--- config.mk ---
export PLATFORM = sky130hd
export DESIGN_NAME = linear_probe_hash_table_flat
export DESIGN_NICKNAME = d
export VERILOG_FILES = /design/src/lpht_pkg.sv /design/src/lpht_if.sv /design/src/lpht_ram.sv /design/src/linear_probe_hash_table.sv /design/src/flat_wrapper.sv
export SDC_FILE = /design/constraint.sdc
export NUM_CORES = 1
export LEC_CHECK = 0
export BUFFER_PORTS_ARGS = -buffer_cell sky130_fd_sc_hd__buf_4
export CAP_MARGIN = 30
export CORE_UTILIZATION = 60
export DETAILED_ROUTE_END_ITERATION = 12
export PLACE_DENSITY = 0.86
export SYNTH_ARGS = -nofsm -noshare
export SYNTH_HDL_FRONTEND = slang
export SYNTH_HIERARCHICAL = 1
export SYNTH_SLANG_ARGS = --single-unit
--- constraint.sdc ---
create_clock -name clk_i -period 8.4 [get_ports clk_i]
set_clock_uncertainty 0.2 [all_clocks]
set_input_delay 0.84 -clock clk_i [delete_from_list [all_inputs] [get_ports clk_i]]
set_output_delay 0.84 -clock clk_i [all_outputs]
set_load 0.05 [all_outputs]
--- src/lpht_pkg.sv ---
// Package for the linear probing hash table: field widths, operation and
// status codes shared by the interfaces, the top level and the checker.
// No dependencies.
package lpht_pkg;

  localparam int KeyInW  = 16;
  localparam int FuncW   = 2;
  localparam int StatusW = 3;
  localparam int SlotW   = 4;
  localparam int CfgW    = 5;

  localparam logic [CfgW-1:0] CfgSizeReset = 5'd12;

  typedef enum logic [FuncW-1:0] {
    FUNC_CLEAR  = 2'd0,
    FUNC_INSERT = 2'd1,
    FUNC_SEARCH = 2'd2,
    FUNC_RSVD   = 2'd3
  } func_e;

  typedef enum logic [StatusW-1:0] {
    ST_INSERTED  = 3'd0,
    ST_FOUND     = 3'd1,
    ST_NOT_FOUND = 3'd2,
    ST_FULL      = 3'd3,
    ST_CLEARED   = 3'd4,
    ST_RSVD5     = 3'd5,
    ST_RSVD6     = 3'd6,
    ST_RSVD7     = 3'd7
  } status_e;

endpackage

--- src/lpht_if.sv ---
// Handshake interfaces of the hash table: request, response and
// configuration channels. Depends on lpht_pkg.
interface lpht_req_if;
  logic                        valid;
  logic                        ready;
  lpht_pkg::func_e             func;
  logic [lpht_pkg::KeyInW-1:0] key;
  modport source (output valid, output func, output key, input ready);
  modport sink   (input valid, input func, input key, output ready);
endinterface

interface lpht_rsp_if;
  logic                       valid;
  logic                       ready;
  lpht_pkg::status_e          status;
  logic [lpht_pkg::SlotW-1:0] slot_index;
  modport source (output valid, output status, output slot_index, input ready);
  modport sink   (input valid, input status, input slot_index, output ready);
endinterface

interface lpht_cfg_if;
  logic                      valid;
  logic                      ready;
  logic [lpht_pkg::CfgW-1:0] data;
  modport source (output valid, output data, input ready);
  modport sink   (input valid, input data, output ready);
endinterface

--- src/lpht_ram.sv ---
// Generic single-port-write, single-port-read RAM with a registered read.
// No dependencies.
module lpht_ram #(
  parameter int Width = 8,
  parameter int Depth = 16
) (
  input  logic                     clk_i,
  input  logic                     we_i,
  input  logic [$clog2(Depth)-1:0] waddr_i,
  input  logic [Width-1:0]         wdata_i,
  input  logic                     re_i,
  input  logic [$clog2(Depth)-1:0] raddr_i,
  output logic [Width-1:0]         rdata_o
);

  logic [Width-1:0] mem_q [Depth];
  logic [Width-1:0] rdata_q;

  always_ff @(posedge clk_i) begin
    if (we_i) begin
      mem_q[waddr_i] <= wdata_i;
    end
    if (re_i) begin
      rdata_q <= mem_q[raddr_i];
    end
  end

  assign rdata_o = rdata_q;

endmodule

--- src/linear_probe_hash_table.sv ---
// Linear probing hash table. Insert/search: a restoring modulo of the key by the active size,
// one cycle per probed slot (1..table size), then a response state that loads the output
// register once it is free. Clear sweeps all TABLE_DEPTH slots of the valid memory and then
// responds; the unused code goes straight to the response state. The modulo divider and the
// probe loop set the rate; a request is done before the next is taken. Reset is asynchronous,
// active low, and starts a pass that empties the valid memory.
module linear_probe_hash_table #(
  parameter int TABLE_DEPTH = 16,
  parameter int KEY_WIDTH   = 16
) (
  input  logic      clk_i,
  input  logic      rst_ni,
  lpht_cfg_if.sink  cfg_i,
  lpht_req_if.sink  req_i,
  lpht_rsp_if.source rsp_o
);

  import lpht_pkg::*;

  // Address width of the slot memories and width of a slot count that can
  // hold TABLE_DEPTH itself.
  localparam int AW = $clog2(TABLE_DEPTH);
  localparam int SW = $clog2(TABLE_DEPTH + 1);
  localparam logic [AW-1:0] LastAddr = AW'(TABLE_DEPTH - 1);
  localparam logic [SW-1:0] DepthCnt = SW'(TABLE_DEPTH);
  // Keys are used within KEY_WIDTH bits of the 16-bit key field.
  localparam logic [KeyInW-1:0] KeyMask =
      (KEY_WIDTH >= KeyInW) ? {KeyInW{1'b1}} : KeyInW'((32'd1 << KEY_WIDTH) - 32'd1);
  localparam logic [3:0] ModLastBit = 4'(KeyInW - 1);

  typedef enum logic [2:0] {
    S_IDLE,
    S_CLEAR,
    S_MOD,
    S_PROBE,
    S_RESP
  } state_e;

  state_e              state_q;
  logic [CfgW-1:0]     table_size_q;
  func_e               func_q;
  logic [KeyInW-1:0]   key_q;
  logic [KeyInW-1:0]   shreg_q;
  logic [3:0]          bit_cnt_q;
  logic [SW-1:0]       rem_q;
  logic [AW-1:0]       probe_addr_q;
  logic [SW-1:0]       probe_cnt_q;
  logic [AW-1:0]       clr_addr_q;
  logic                clr_rsp_q;
  status_e             res_status_q;
  logic [AW-1:0]       res_slot_q;
  logic                out_valid_q;
  status_e             out_status_q;
  logic [SlotW-1:0]    out_slot_q;

  // Active size: a size of zero acts as one, anything above the depth
  // is clamped to the depth.
  logic [SW-1:0] size;
  always_comb begin
    if (table_size_q == '0) begin
      size = SW'(1);
    end else if (int'(table_size_q) > TABLE_DEPTH) begin
      size = DepthCnt;
    end else begin
      size = SW'(table_size_q);
    end
  end

  // One restoring step of key modulo size per cycle, MSB first.
  logic [SW:0]   mod_t;
  logic [SW:0]   mod_r;
  logic [SW-1:0] rem_next;
  always_comb begin
    mod_t    = {rem_q, shreg_q[KeyInW-1]};
    mod_r    = (mod_t >= {1'b0, size}) ? (mod_t - {1'b0, size}) : mod_t;
    rem_next = mod_r[SW-1:0];
  end

  // Next slot along the probe path, wrapping at the active size.
  logic [SW-1:0] addr_inc;
  logic [AW-1:0] next_addr;
  logic [SW-1:0] cnt_inc;
  logic          lap_done;
  assign addr_inc  = SW'(probe_addr_q) + SW'(1);
  assign next_addr = (addr_inc == size) ? '0 : addr_inc[AW-1:0];
  assign cnt_inc   = probe_cnt_q + SW'(1);
  assign lap_done  = (cnt_inc == size);

  // Slot memories: one for keys, one for valid bits. Only the valid memory
  // is swept on reset and on clear.
  logic                 rd_en;
  logic [AW-1:0]        rd_addr;
  logic                 key_we;
  logic                 vld_we;
  logic [AW-1:0]        wr_addr;
  logic                 vld_wdata;
  logic [KEY_WIDTH-1:0] key_stored;
  logic [KEY_WIDTH-1:0] key_rdata;
  logic                 vld_rdata;

  assign key_stored = KEY_WIDTH'(key_q);

  logic key_match;
  assign key_match = (key_rdata == key_stored);

  logic rsp_free;
  assign rsp_free = !out_valid_q || rsp_o.ready;

  logic req_xfer;
  assign req_xfer = req_i.valid && req_i.ready;

  always_comb begin
    rd_en     = 1'b0;
    rd_addr   = probe_addr_q;
    key_we    = 1'b0;
    vld_we    = 1'b0;
    wr_addr   = probe_addr_q;
    vld_wdata = 1'b0;
    unique case (state_q)
      S_CLEAR: begin
        vld_we  = 1'b1;
        wr_addr = clr_addr_q;
      end
      S_MOD: begin
        // The home slot is read on the last divider step.
        rd_en   = (bit_cnt_q == '0);
        rd_addr = rem_next[AW-1:0];
      end
      S_PROBE: begin
        // Keep reading ahead one slot; the data is ignored once we stop.
        rd_en   = 1'b1;
        rd_addr = next_addr;
        if (func_q == FUNC_INSERT && !vld_rdata) begin
          key_we    = 1'b1;
          vld_we    = 1'b1;
          vld_wdata = 1'b1;
        end
      end
      default: begin
      end
    endcase
  end

  lpht_ram #(
    .Width (KEY_WIDTH),
    .Depth (TABLE_DEPTH)
  ) u_key_ram (
    .clk_i   (clk_i),
    .we_i    (key_we),
    .waddr_i (wr_addr),
    .wdata_i (key_stored),
    .re_i    (rd_en),
    .raddr_i (rd_addr),
    .rdata_o (key_rdata)
  );

  lpht_ram #(
    .Width (1),
    .Depth (TABLE_DEPTH)
  ) u_vld_ram (
    .clk_i   (clk_i),
    .we_i    (vld_we),
    .waddr_i (wr_addr),
    .wdata_i (vld_wdata),
    .re_i    (rd_en),
    .raddr_i (rd_addr),
    .rdata_o (vld_rdata)
  );

  // A new request is taken only in idle; the output register lets the
  // next request start while the previous response waits for its transfer.
  assign req_i.ready = (state_q == S_IDLE);
  assign cfg_i.ready = 1'b1;

  // The slot index field is four bits wide whatever the depth.
  logic [AW+SlotW-1:0] slot_wide;
  assign slot_wide = {{SlotW{1'b0}}, res_slot_q};

  always_ff @(posedge clk_i or negedge rst_ni) begin
    if (!rst_ni) begin
      state_q      <= S_CLEAR;
      table_size_q <= CfgSizeReset;
      clr_addr_q   <= '0;
      clr_rsp_q    <= 1'b0;
      out_valid_q  <= 1'b0;
      out_status_q <= ST_NOT_FOUND;
      out_slot_q   <= '0;
      func_q       <= FUNC_RSVD;
      key_q        <= '0;
      shreg_q      <= '0;
      bit_cnt_q    <= '0;
      rem_q        <= '0;
      probe_addr_q <= '0;
      probe_cnt_q  <= '0;
      res_status_q <= ST_NOT_FOUND;
      res_slot_q   <= '0;
    end else begin
      if (cfg_i.valid) begin
        table_size_q <= cfg_i.data;
      end

      // In the response state the output register is reloaded below instead.
      if (out_valid_q && rsp_o.ready && state_q != S_RESP) begin
        out_valid_q <= 1'b0;
      end

      unique case (state_q)
        S_IDLE: begin
          if (req_xfer) begin
            func_q       <= req_i.func;
            key_q        <= req_i.key & KeyMask;
            shreg_q      <= req_i.key & KeyMask;
            bit_cnt_q    <= ModLastBit;
            rem_q        <= '0;
            res_slot_q   <= '0;
            res_status_q <= ST_NOT_FOUND;
            unique case (req_i.func)
              FUNC_CLEAR: begin
                clr_addr_q <= '0;
                clr_rsp_q  <= 1'b1;
                state_q    <= S_CLEAR;
              end
              FUNC_INSERT, FUNC_SEARCH: begin
                state_q <= S_MOD;
              end
              default: begin
                state_q <= S_RESP;
              end
            endcase
          end
        end
        S_CLEAR: begin
          clr_addr_q <= clr_addr_q + AW'(1);
          if (clr_addr_q == LastAddr) begin
            res_status_q <= ST_CLEARED;
            res_slot_q   <= '0;
            state_q      <= clr_rsp_q ? S_RESP : S_IDLE;
          end
        end
        S_MOD: begin
          rem_q     <= rem_next;
          shreg_q   <= {shreg_q[KeyInW-2:0], 1'b0};
          bit_cnt_q <= bit_cnt_q - 4'd1;
          if (bit_cnt_q == '0) begin
            probe_addr_q <= rem_next[AW-1:0];
            probe_cnt_q  <= '0;
            state_q      <= S_PROBE;
          end
        end
        S_PROBE: begin
          probe_addr_q <= next_addr;
          probe_cnt_q  <= cnt_inc;
          if (func_q == FUNC_INSERT) begin
            if (!vld_rdata) begin
              res_status_q <= ST_INSERTED;
              res_slot_q   <= probe_addr_q;
              state_q      <= S_RESP;
            end else if (lap_done) begin
              res_status_q <= ST_FULL;
              state_q      <= S_RESP;
            end
          end else begin
            if (!vld_rdata) begin
              res_status_q <= ST_NOT_FOUND;
              state_q      <= S_RESP;
            end else if (key_match) begin
              res_status_q <= ST_FOUND;
              res_slot_q   <= probe_addr_q;
              state_q      <= S_RESP;
            end else if (lap_done) begin
              res_status_q <= ST_NOT_FOUND;
              state_q      <= S_RESP;
            end
          end
        end
        S_RESP: begin
          if (rsp_free) begin
            out_valid_q  <= 1'b1;
            out_status_q <= res_status_q;
            out_slot_q   <= slot_wide[SlotW-1:0];
            clr_rsp_q    <= 1'b0;
            state_q      <= S_IDLE;
          end
        end
        default: begin
          state_q <= S_IDLE;
        end
      endcase
    end
  end

  assign rsp_o.valid      = out_valid_q;
  assign rsp_o.status     = out_status_q;
  assign rsp_o.slot_index = out_slot_q;

endmodule

--- src/flat_wrapper.sv ---
// flat-port wrapper written by rule: the top's interface ports become plain ports
module linear_probe_hash_table_flat import lpht_pkg::*;
#(
  parameter int TABLE_DEPTH = 16,
  parameter int KEY_WIDTH   = 16
)
  (clk_i, rst_ni, cfg_i_valid, cfg_i_data, cfg_i_ready, req_i_valid, req_i_func, req_i_key, req_i_ready, rsp_o_valid, rsp_o_status, rsp_o_slot_index, rsp_o_ready);
  lpht_cfg_if cfg_i_i ();
  lpht_req_if req_i_i ();
  lpht_rsp_if rsp_o_i ();
  input  logic clk_i;
  input  logic rst_ni;
  input wire logic [$bits(cfg_i_i.valid)-1:0] cfg_i_valid;
  input wire logic [$bits(cfg_i_i.data)-1:0] cfg_i_data;
  output wire logic [$bits(cfg_i_i.ready)-1:0] cfg_i_ready;
  input wire logic [$bits(req_i_i.valid)-1:0] req_i_valid;
  input wire logic [$bits(req_i_i.func)-1:0] req_i_func;
  input wire logic [$bits(req_i_i.key)-1:0] req_i_key;
  output wire logic [$bits(req_i_i.ready)-1:0] req_i_ready;
  output wire logic [$bits(rsp_o_i.valid)-1:0] rsp_o_valid;
  output wire logic [$bits(rsp_o_i.status)-1:0] rsp_o_status;
  output wire logic [$bits(rsp_o_i.slot_index)-1:0] rsp_o_slot_index;
  input wire logic [$bits(rsp_o_i.ready)-1:0] rsp_o_ready;
  assign cfg_i_i.valid = cfg_i_valid;
  assign cfg_i_i.data = cfg_i_data;
  assign cfg_i_ready = cfg_i_i.ready;
  assign req_i_i.valid = req_i_valid;
  assign req_i_i.func = req_i_func;
  assign req_i_i.key = req_i_key;
  assign req_i_ready = req_i_i.ready;
  assign rsp_o_valid = rsp_o_i.valid;
  assign rsp_o_status = rsp_o_i.status;
  assign rsp_o_slot_index = rsp_o_i.slot_index;
  assign rsp_o_i.ready = rsp_o_ready;
  linear_probe_hash_table #(.TABLE_DEPTH(TABLE_DEPTH), .KEY_WIDTH(KEY_WIDTH)) u_core (.clk_i(clk_i), .rst_ni(rst_ni), .cfg_i(cfg_i_i), .req_i(req_i_i), .rsp_o(rsp_o_i));
endmodule
==> flow_summary.html, run 1 <==
<table>
<tr><th>Metric</th><th>Value</th></tr>
<tr><th colspan="2">Clock network</th></tr>
<tr><td>Quantity of gates resized following cts</td><td>0</td></tr>
<tr><td>Number of post-CTS setup repair buffers</td><td>0</td></tr>
<tr><td>Number of sinks driven by the clock tree</td><td>369</td></tr>
<tr><td>Worst-path clk slew</td><td>0.06 ns</td></tr>
<tr><td>Root buffer cell</td><td>clkbuf_16</td></tr>
<tr><td>Post-CTS Hold Fix Bufs</td><td>0</td></tr>
<tr><td>TritonCTS clock tree</td><td>yes</td></tr>
<tr><td>CTS HTree Levels</td><td>2</td></tr>
<tr><td>Number of CTS-inserted buffers</td><td>37</td></tr>
<tr><td>Clock tree buffer depth</td><td>3</td></tr>
<tr><td>Source-to-sink clock delay at the later pin of the worst-skew pair</td><td>0.54 ns</td></tr>
<tr><th colspan="2">Floorplanning</th></tr>
<tr><td>Vertical extent of the die</td><td>162.1 µm</td></tr>
<tr><td>Die area</td><td>between 20000 and 30000 µm²</td></tr>
<tr><td>Initial core utilization</td><td>61.06%</td></tr>
<tr><td>Site Rows</td><td>between 50 and 60</td></tr>
<tr><td>I/O Pins</td><td>38</td></tr>
<tr><td>Die outline width</td><td>162.1 µm</td></tr>
<tr><td>Core footprint</td><td>25180 µm²</td></tr>
<tr><th colspan="2">Timing</th></tr>
<tr><td>Number of pins exceeding their max-slew limit in the final report</td><td>0</td></tr>
<tr><td>Total of endpoints with negative setup slack in the final report</td><td>0</td></tr>
<tr><td>Highest clock frequency the design can meet</td><td>approximately 180 MHz</td></tr>
<tr><td>Setup TNS</td><td>0 ns</td></tr>
<tr><td>Worst hold slack</td><td>0.2807 ns</td></tr>
<tr><td>Final period util</td><td>65.03%</td></tr>
<tr><td>Worst slew margin</td><td>33.47%</td></tr>
<tr><td>Final hold violation count</td><td>0</td></tr>
<tr><td>Setup repair after global routing missed its margin</td><td>no</td></tr>
<tr><td>Transition time at the pin with the least slew margin</td><td>0.9979 ns</td></tr>
<tr><td>Crit path time final</td><td>~5.5 ns</td></tr>
<tr><th colspan="2">Route</th></tr>
<tr><td>Number of DRC markers after the initial detailed-route iteration</td><td>1189</td></tr>
<tr><td>Detail Route Antenna Nets</td><td>0</td></tr>
<tr><td>Wire length per cell</td><td>26.42 µm</td></tr>
<tr><td>Total wire length</td><td>36510 µm</td></tr>
<tr><td>DRC violations left</td><td>0</td></tr>
<tr><td>Overall via count from detail_route</td><td>around 9000</td></tr>
<tr><td>Number of iterations in the first detailed-routing pass</td><td>6</td></tr>
<tr><td>Post-detailed-route via-to-cell ratio</td><td>approximately 6.6</td></tr>
<tr><th colspan="2">Worst hold path</th></tr>
<tr><td>Startpoint of the tightest hold check path</td><td>u_core/shreg_q[3]</td></tr>
<tr><td>Worst hold path class</td><td>reg2reg</td></tr>
<tr><th colspan="2">Setup path</th></tr>
<tr><td>Worst reg2reg path startpoint</td><td>u_core/table_size_q[2]</td></tr>
<tr><td>Capturing element type of the critical path</td><td>flop</td></tr>
<tr><td>Setup crit start</td><td>u_core/table_size_q[2]</td></tr>
<tr><td>Category of the worst setup path launch point</td><td>flop</td></tr>
<tr><td>CP arrival</td><td>5.54 ns</td></tr>
<tr><td>Required arrival time at the worst endpoint</td><td>approximately 8.5 ns</td></tr>
<tr><td>Largest fanout of any net on the critical path</td><td>42</td></tr>
<tr><td>CP Class</td><td>reg2reg</td></tr>
<tr><th colspan="2">Global routing</th></tr>
<tr><td>Largest net degree at the start of global routing</td><td>81</td></tr>
<tr><td>Initial antenna violation count</td><td>0</td></tr>
<tr><td>Wire length of the first global-routing pass</td><td>54920 µm</td></tr>
<tr><td>Total GRT Usage</td><td>28.82%</td></tr>
<tr><td>Global routing usage on met3</td><td>5.669%</td></tr>
<tr><td>Congestion Overflow GR</td><td>0</td></tr>
<tr><td>Most used routing layer in global routing</td><td>met2</td></tr>
<tr><td>Via count of the first global-routing pass</td><td>9255</td></tr>
<tr><td>GR Util met1</td><td>37.00%</td></tr>
<tr><td>Met2 track demand over resource in global routing</td><td>48.28%</td></tr>
<tr><th colspan="2">Power</th></tr>
<tr><td>Highest ir drop seen on vdd</td><td>0.3238 mV</td></tr>
<tr><td>Total chip power</td><td>6305 µW</td></tr>
<tr><td>Standby leakage power</td><td>0.006298 µW</td></tr>
<tr><td>Power per unit of standard cell area</td><td>362.2 nW/µm²</td></tr>
<tr><th colspan="2">Synthesis</th></tr>
<tr><td>Leading cell type by number of instances after synthesis</td><td>edfxtp_1</td></tr>
<tr><td>Area contributors post-synth</td><td>edfxtp_1 (56%), dfrtp_1 (12%), mux4_2 (7.9%)</td></tr>
<tr><td>Number of flops mapped to enable cells by yosys</td><td>around 290</td></tr>
<tr><td>Ys flop type</td><td>edfxtp_1</td></tr>
<tr><td>Area of the mapped netlist</td><td>~15000 µm²</td></tr>
<tr><td>Count of distinct cell types in the synthesized netlist</td><td>65</td></tr>
<tr><td>Yosys Warn Count</td><td>6</td></tr>
<tr><td>Fraction of synthesized cell area taken by the top area cell type</td><td>56.45%</td></tr>
<tr><td>Cell taking the most area after synthesis</td><td>edfxtp_1</td></tr>
<tr><td>Fraction of synthesis flops using an asynchronous set or reset pin</td><td>21.68%</td></tr>
<tr><td>Synthesized area per cell</td><td>15.98 µm²</td></tr>
<tr><td>Syn Nets</td><td>1001</td></tr>
<tr><td>Number of standard cells after synthesis</td><td>962</td></tr>
<tr><td>Synth top cells by count</td><td>edfxtp_1 (289), nand2_1 (139), dfrtp_1 (73)</td></tr>
<tr><td>Sequential cell area fraction in the yosys report</td><td>69.52%</td></tr>
<tr><td>Count of state elements after synthesis</td><td>369</td></tr>
<tr><th colspan="2">Finish</th></tr>
<tr><td>Share of final-layout standard cells stronger than drive strength 1</td><td>20.63%</td></tr>
<tr><td>N_diodes</td><td>0</td></tr>
<tr><td>Layout net count</td><td>1062</td></tr>
<tr><td>Final standard cell count with taps included and fillers excluded</td><td>1382</td></tr>
<tr><td>Layout Utilization</td><td>69.12%</td></tr>
<tr><td>Layout overhead on the synthesized area</td><td>13.22%</td></tr>
<tr><th colspan="2">Place</th></tr>
<tr><td>Placer's final routability congestion estimate</td><td>0.8594</td></tr>
<tr><td>Number of placed cells counting well taps</td><td>1311</td></tr>
<tr><td>Total of buffers placed on input and output ports</td><td>36</td></tr>
<tr><td>Total half-perimeter wirelength after legalization and detailed placement</td><td>21390 µm</td></tr>
<tr><th colspan="2">Outcome</th></tr>
<tr><td>Outcome</td><td>finished clean</td></tr>
<tr><th colspan="2">Flow run</th></tr>
<tr><td>Total of max-cap violations</td><td>0</td></tr>
</table>
## worst paths after layout
path | slack, ns | to | cells after the start
setup / recovery | 2.94 | u_core/u_key_ram/rdata_o[1] | 15
hold / removal | 0.28 | u_core/shreg_q[3] | 2
setup reg to reg | 2.94 | u_core/u_key_ram/rdata_o[1] | 15
hold reg to reg | 0.28 | u_core/shreg_q[3] | 2
max in group asynchronous | 6.86 | u_core/func_q[1] | 3
min in group asynchronous | 0.53 | u_core/res_slot_q[0] | 2
## per-layer routing
metal	up-vias	part of all wire, %
met2	627	51
li1	3801	-
met4	0	4.3
met5	-	0
met1	4565	35
met3	125	10
## sequential cells by signal (all words and copies together), names as in the netlist, 2 cells and up
register and flops:
u_core/u_vld_ram/mem_q 16, u_core/rem_q 5, u_core/table_size_q 5, u_core/func_q 2
u_core/shreg_q 16, u_core/probe_addr_q 4, u_core/bit_cnt_q 4, u_core/res_status_q 3
u_core/state_q 3, u_core/rsp_o.status 3, u_core/probe_cnt_q 5, u_core/u_key_ram/rdata_o 16
u_core/rsp_o.slot_index 4, u_core/u_key_ram/mem_q 256, u_core/res_slot_q 4, u_core/key_q 16
u_core/clr_addr_q 4
## cells in the final DEF (no fill, tap or decap), types with 17 or more instances in the layout
cell | synthesis | final
inv_1 | 23 | 23
clkbuf_16 | 0 | 38
dfrtp_1 | 73 | 73
a22oi_1 | 47 | 47
xnor2_1 | 22 | 22
nor2_1 | 54 | 49
nand2_1 | 139 | 139
o21ai_0 | 30 | 30
a21oi_1 | 17 | 17
buf_4 | 6 | 61
mux4_2 | 54 | 54
edfxtp_1 | 289 | 289
## worst max-delay path, stage by stage (launching register included)
cell      delay [ns]
dfstp_2         0.56
nor3_1          0.06
o21ai_1         0.27
inv_1           0.08
ha_1            0.21
fa_1            0.40
a21boi_0        0.18
a21oi_1         0.21
a21o_1          0.29
nor2_1          0.07
a21oi_1         0.27
a221o_4         0.80
buf_4           0.57
mux4_1          0.64
a22oi_1         0.24
nand2_1         0.09
## layout make-up
type,instances,area [µm²]
Clock buffer,45,987.2
Clock inverter,23,267.8
Tap cell,330,412.9
Timing Repair Buffer,66,549.3
Sequential cell,369,10690
Inverter,23,86.33
Fill cell,1444,7775
Multi-Input combinational cell,526,4414
## through the flow
stage / area (µm²) / setup WS, ns
2_1_floorplan: 15370 / 4.256
3_3_place_gp: 16050 / 3.153
3_5_place_dp: 16110 / 2.899
4_1_cts: 17360 / 2.890
5_1_grt: 17410 / 2.531
6_report: 17410 / 2.937
## power by group
part	switching [µW]	internal, µW	total (µW)
Combinational	1090	828	1920
Clock	699	1000	1700
Sequential	326	2360	2690
## kinds of logic (layout without fill, tap and decap cells)
| logic type | after synthesis | after routing | share of synthesized area [%] |
|---|---|---|---|
| compound gates | 133 | 133 | 6.030 |
| xor+xnor | 32 | 32 | 2.059 |
| fa+ha+maj | 13 | 13 | 1.074 |
| buf+inv | 67 | 157 | 2.051 |
| flops | 369 | 369 | 69.52 |
| mux | 91 | 91 | 11.90 |
| other cells | 1 | 1 | 0.02439 |
| simple gates | 256 | 256 | 7.340 |
(Power assumes the default switching activity.)
==> inputs of run 2 (changes only) <==
--- a/config.mk
+++ b/config.mk
@@ -5,6 +5,7 @@
 export SDC_FILE = /design/constraint.sdc
 export NUM_CORES = 1
 export LEC_CHECK = 0
+export ABC_AREA = 1
 export BUFFER_PORTS_ARGS = -buffer_cell sky130_fd_sc_hd__buf_4
 export CAP_MARGIN = 30
 export CORE_UTILIZATION = 60
==> constraint.sdc (replaced) <==
create_clock -name clk_i -period 5.3 [get_ports clk_i]
set_clock_uncertainty 0.2 [all_clocks]
set_input_delay 0.53 -clock clk_i [delete_from_list [all_inputs] [get_ports clk_i]]
set_output_delay 0.53 -clock clk_i [all_outputs]
set_load 0.05 [all_outputs]
==> flow_summary.html, run 2 <==
<table>
<tr><th>Metric</th><th>Value</th></tr>
<tr><th colspan="2">Synthesis</th></tr>
<tr><td>Area contributors post-synth</td><td>edfxtp_1 (52%), nand2_1 (12%), dfrtp_1 (11%)</td></tr>
<tr><td>Count of state elements after synthesis</td><td>369</td></tr>
<tr><td>Sequential cell area fraction in the yosys report</td><td>between 60 and 70%</td></tr>
<tr><td>Synth top cells by count</td><td>nand2_1 (539), edfxtp_1 (289), inv_1 (257)</td></tr>
<tr><td>Number of flops mapped to enable cells by yosys</td><td>289</td></tr>
<tr><td>Cell taking the most area after synthesis</td><td>edfxtp_1</td></tr>
<tr><td>Ys flop type</td><td>edfxtp_1</td></tr>
<tr><td>Fraction of synthesis flops using an asynchronous set or reset pin</td><td>21.68%</td></tr>
<tr><td>Syn Nets</td><td>1730</td></tr>
<tr><td>Yosys Warn Count</td><td>6</td></tr>
<tr><td>Count of distinct cell types in the synthesized netlist</td><td>between 40 and 50</td></tr>
<tr><td>Synthesized area per cell</td><td>approximately 10 µm²</td></tr>
<tr><td>Leading cell type by number of instances after synthesis</td><td>nand2_1</td></tr>
<tr><td>Fraction of synthesized cell area taken by the top area cell type</td><td>51.96%</td></tr>
<tr><td>Number of standard cells after synthesis</td><td>between 1500 and 2000</td></tr>
<tr><td>Area of the mapped netlist</td><td>approximately 17000 µm²</td></tr>
<tr><th colspan="2">Outcome</th></tr>
<tr><td>Outcome</td><td>finished clean</td></tr>
<tr><th colspan="2">Route</th></tr>
<tr><td>Number of DRC markers after the initial detailed-route iteration</td><td>1567</td></tr>
<tr><td>DRC violations left</td><td>0</td></tr>
<tr><td>Wire length per cell</td><td>18.33 µm</td></tr>
<tr><td>Number of iterations in the first detailed-routing pass</td><td>6</td></tr>
<tr><td>Total wire length</td><td>a little under 40000 µm</td></tr>
<tr><td>Post-detailed-route via-to-cell ratio</td><td>around 5.7</td></tr>
<tr><td>Detail Route Antenna Nets</td><td>0</td></tr>
<tr><td>Routed wl met2</td><td>19410 µm</td></tr>
<tr><td>Overall via count from detail_route</td><td>around 12000</td></tr>
<tr><td>Uppermost routed layer</td><td>met4</td></tr>
<tr><td>Met3 Wirelength</td><td>3850 µm</td></tr>
<tr><td>Post-route met1 wirelength</td><td>between 10000 and 15000 µm</td></tr>
<tr><th colspan="2">Clock network</th></tr>
<tr><td>Clock tree buffer depth</td><td>3</td></tr>
<tr><td>TritonCTS clock tree</td><td>yes</td></tr>
<tr><td>CTS HTree Levels</td><td>2</td></tr>
<tr><td>Number of CTS-inserted buffers</td><td>36</td></tr>
<tr><td>Root buffer cell</td><td>clkbuf_16</td></tr>
<tr><td>Number of sinks driven by the clock tree</td><td>around 370</td></tr>
<tr><td>Source-to-sink clock delay at the later pin of the worst-skew pair</td><td>0.52 ns</td></tr>
<tr><td>Worst-path clk slew</td><td>0.06 ns</td></tr>
<tr><th colspan="2">Place</th></tr>
<tr><td>Total half-perimeter wirelength after legalization and detailed placement</td><td>about 23000 µm</td></tr>
<tr><td>Total of buffers placed on input and output ports</td><td>36</td></tr>
<tr><td>Placed cell areas</td><td>17320 µm²</td></tr>
<tr><td>Worst slack after detailed placement</td><td>1.042 ns</td></tr>
<tr><td>Placer's final routability congestion estimate</td><td>0.8474</td></tr>
<tr><th colspan="2">Timing</th></tr>
<tr><td>Final period util</td><td>83.53%</td></tr>
<tr><td>Setup TNS</td><td>0 ns</td></tr>
<tr><td>Total of endpoints with negative setup slack in the final report</td><td>0</td></tr>
<tr><td>Final hold violation count</td><td>0</td></tr>
<tr><td>Setup repair after global routing missed its margin</td><td>no</td></tr>
<tr><td>Crit path time final</td><td>between 4 and 5 ns</td></tr>
<tr><td>Worst slew margin</td><td>about two fifths</td></tr>
<tr><td>Transition time at the pin with the least slew margin</td><td>0.8772 ns</td></tr>
<tr><td>Highest clock frequency the design can meet</td><td>225.9 MHz</td></tr>
<tr><td>Worst hold slack</td><td>around 0.033 ns</td></tr>
<tr><td>Number of pins exceeding their max-slew limit in the final report</td><td>0</td></tr>
<tr><td>PnR worst setup slack</td><td>0.8729 ns</td></tr>
<tr><th colspan="2">Worst hold path</th></tr>
<tr><td>Worst min-delay path endpoint</td><td>u_core/table_size_q[1]</td></tr>
<tr><td>Startpoint of the tightest hold check path</td><td>cfg_i_data[1]</td></tr>
<tr><td>Number of cells on the worst hold path</td><td>3</td></tr>
<tr><td>Worst hold path class</td><td>in2reg</td></tr>
<tr><th colspan="2">Floorplanning</th></tr>
<tr><td>Die area</td><td>around 29000 µm²</td></tr>
<tr><td>Site Rows</td><td>60</td></tr>
<tr><td>Core footprint</td><td>27100 µm²</td></tr>
<tr><td>Die outline width</td><td>168.8 µm</td></tr>
<tr><td>Initial core utilization</td><td>roughly 60%</td></tr>
<tr><td>Vertical extent of the die</td><td>between 150 and 200 µm</td></tr>
<tr><td>I/O Pins</td><td>38</td></tr>
<tr><th colspan="2">Setup path</th></tr>
<tr><td>Required arrival time at the worst endpoint</td><td>roughly 5.4 ns</td></tr>
<tr><td>Category of the worst setup path launch point</td><td>flop</td></tr>
<tr><td>Slack of the worst reg-to-reg path</td><td>0.87 ns</td></tr>
<tr><td>CP Class</td><td>reg2reg</td></tr>
<tr><td>Endpoint of the most critical register-to-register path</td><td>u_core/u_key_ram/rdata_o[5]</td></tr>
<tr><td>Cells on worst reg2reg path</td><td>20</td></tr>
<tr><td>Largest fanout of any net on the critical path</td><td>47</td></tr>
<tr><td>CP arrival</td><td>4.48 ns</td></tr>
<tr><td>Capturing element type of the critical path</td><td>flop</td></tr>
<tr><td>Setup crit start</td><td>u_core/table_size_q[2]</td></tr>
<tr><td>Worst reg2reg path startpoint</td><td>u_core/table_size_q[2]</td></tr>
<tr><th colspan="2">Global routing</th></tr>
<tr><td>Total GRT Usage</td><td>28.03%</td></tr>
<tr><td>Wire length of the first global-routing pass</td><td>61710 µm</td></tr>
<tr><td>Via count of the first global-routing pass</td><td>12170</td></tr>
<tr><td>Largest net degree at the start of global routing</td><td>138</td></tr>
<tr><td>Initial antenna violation count</td><td>0</td></tr>
<tr><td>Congestion Overflow GR</td><td>0</td></tr>
<tr><th colspan="2">Finish</th></tr>
<tr><td>N_diodes</td><td>0</td></tr>
<tr><td>Final instance area</td><td>18510 µm²</td></tr>
<tr><td>Layout Utilization</td><td>68.31%</td></tr>
<tr><td>Layout net count</td><td>approximately 1800</td></tr>
<tr><td>Most frequent standard cell in the layout excluding fill and tap cells</td><td>nand2_1</td></tr>
<tr><td>Most flop-heavy register</td><td>u_core/u_key_ram/mem_q</td></tr>
<tr><td>Commonest cells after routing, fill and taps aside</td><td>nand2_1 (539), edfxtp_1 (289), inv_1 (257), nand3_1 (253), dfrtp_1 (73)</td></tr>
<tr><td>Largest register FFs</td><td>between 200 and 300</td></tr>
<tr><td>Count of filler cells inserted in the layout</td><td>1742</td></tr>
<tr><td>Layout overhead on the synthesized area</td><td>10.85%</td></tr>
<tr><td>Share of final-layout standard cells stronger than drive strength 1</td><td>9.665%</td></tr>
<tr><th colspan="2">Flow run</th></tr>
<tr><td>Total of max-cap violations</td><td>0</td></tr>
<tr><th colspan="2">Power</th></tr>
<tr><td>Highest ir drop seen on vdd</td><td>~0.55 mV</td></tr>
<tr><td>Power per unit of standard cell area</td><td>~550 nW/µm²</td></tr>
<tr><td>Standby leakage power</td><td>0.008259 µW</td></tr>
</table>
[run 2: changes by cell type after synthesis, moves of 8 or more]
| cell | delta |
|---|---|
| buf_4 | +14 |
| nand2_1 | +400 |
| nor3_1 | -12 |
| mux4_2 | -54 |
| inv_2 | +9 |
| mux4_1 | -14 |
| nand3_1 | +241 |
| buf_2 | +18 |
| a22oi_1 | -46 |
| inv_1 | +234 |
| mux2i_1 | -11 |
| a21oi_1 | -8 |
| clkbuf_1 | -9 |
[run 2: metrics by stage]
| step | instances | power [µW] |
|---|---|---|
| finish | 2131 | 10160 |
| CTS | 2128 | 10080 |
| floorplan | 1691 | 6613 |
| global route | 2131 | 10670 |
| global placement | 2064 | 7366 |
| detailed placement | 2064 | 7562 |
[run 2: timing repair]
item,CTS,global route
gates resized for setup,0,0
hold buffers,0,1
setup buffers,0,0
endpoints found under the hold margin,0,75
[run 2: routing by layer]
| metal | vias up | GRT usage [%] |
|---|---|---|
| met1 | 5748 | 35.83 |
| met4 | 0 | 10.43 |
| met3 | 114 | 4.887 |
| met5 | - | 0 |
| li1 | 5535 | - |
| met2 | 727 | 48.13 |
[run 2: logic make-up (layout without fill, tap and decap cells)]
family | count (synthesis) | in the layout | synth area share [%]
AO/OA/AOI/OAI | 56 | 56 | 2.053
buffers and inverters | 334 | 402 | 8.406
AND/OR/NAND/NOR | 883 | 883 | 22.56
XOR/XNOR | 27 | 27 | 1.416
flip-flops | 369 | 369 | 64.00
other | 1 | 1 | 0.02245
adder cells (fa/ha/maj) | 11 | 11 | 0.8690
multiplexers | 10 | 10 | 0.6743
[run 2: layout make-up]
class | count | area, µm² | area share, %
Sequential cell | 369 | 10690 | 57.74
Multi-Input combinational cell | 988 | 4608 | 24.89
Clock buffer | 54 | 1051 | 5.677
Inverter | 269 | 1022 | 5.522
Timing Repair Buffer | 69 | 578.1 | 3.122
Tap cell | 372 | 465.4 | 2.514
Clock inverter | 10 | 98.84 | 0.5339
[run 2: critical path, cell delays in order, from the launching register on]
cell and delay, ns:
dfstp_2 0.56, nor2_1 0.06, nand2_2 0.11, o21ai_2 0.09
ha_1 0.22, fa_1 0.43, nand2_1 0.10, nand4_1 0.10
nand2_1 0.08, nand2_2 0.10, nand3_1 0.11, nand3_1 0.10
o211ai_1 0.20, clkinv_2 0.59, buf_12 0.41, nand2_1 0.12
nand2_1 0.06, nand2_1 0.08, nand3_1 0.08, nand3_1 0.21
nand2_1 0.09
[run 2: worst max path at each step]
stage / to / slack [ns] / cells past startpoint
detailed placement: u_core/u_key_ram/rdata_o[5] / 1.04 / 20
global route: u_core/u_key_ram/rdata_o[5] / 0.68 / 21
floorplan: u_core/u_key_ram/mem_q[11][0] / 2.00 / 9
finish: u_core/u_key_ram/rdata_o[5] / 0.87 / 20
CTS: u_core/u_key_ram/rdata_o[5] / 1.00 / 20
global placement: u_core/u_key_ram/rdata_o[5] / 1.17 / 20
[run 2: power breakdown]
part / switching, µW / internal, µW / leakage, µW
logic: 2410 / 1050 / 0.00408
clock network: 1030 / 1470 / 0.000560
registers: 482 / 3720 / 0.00362
total: 3930 / 6240 / 0.00826
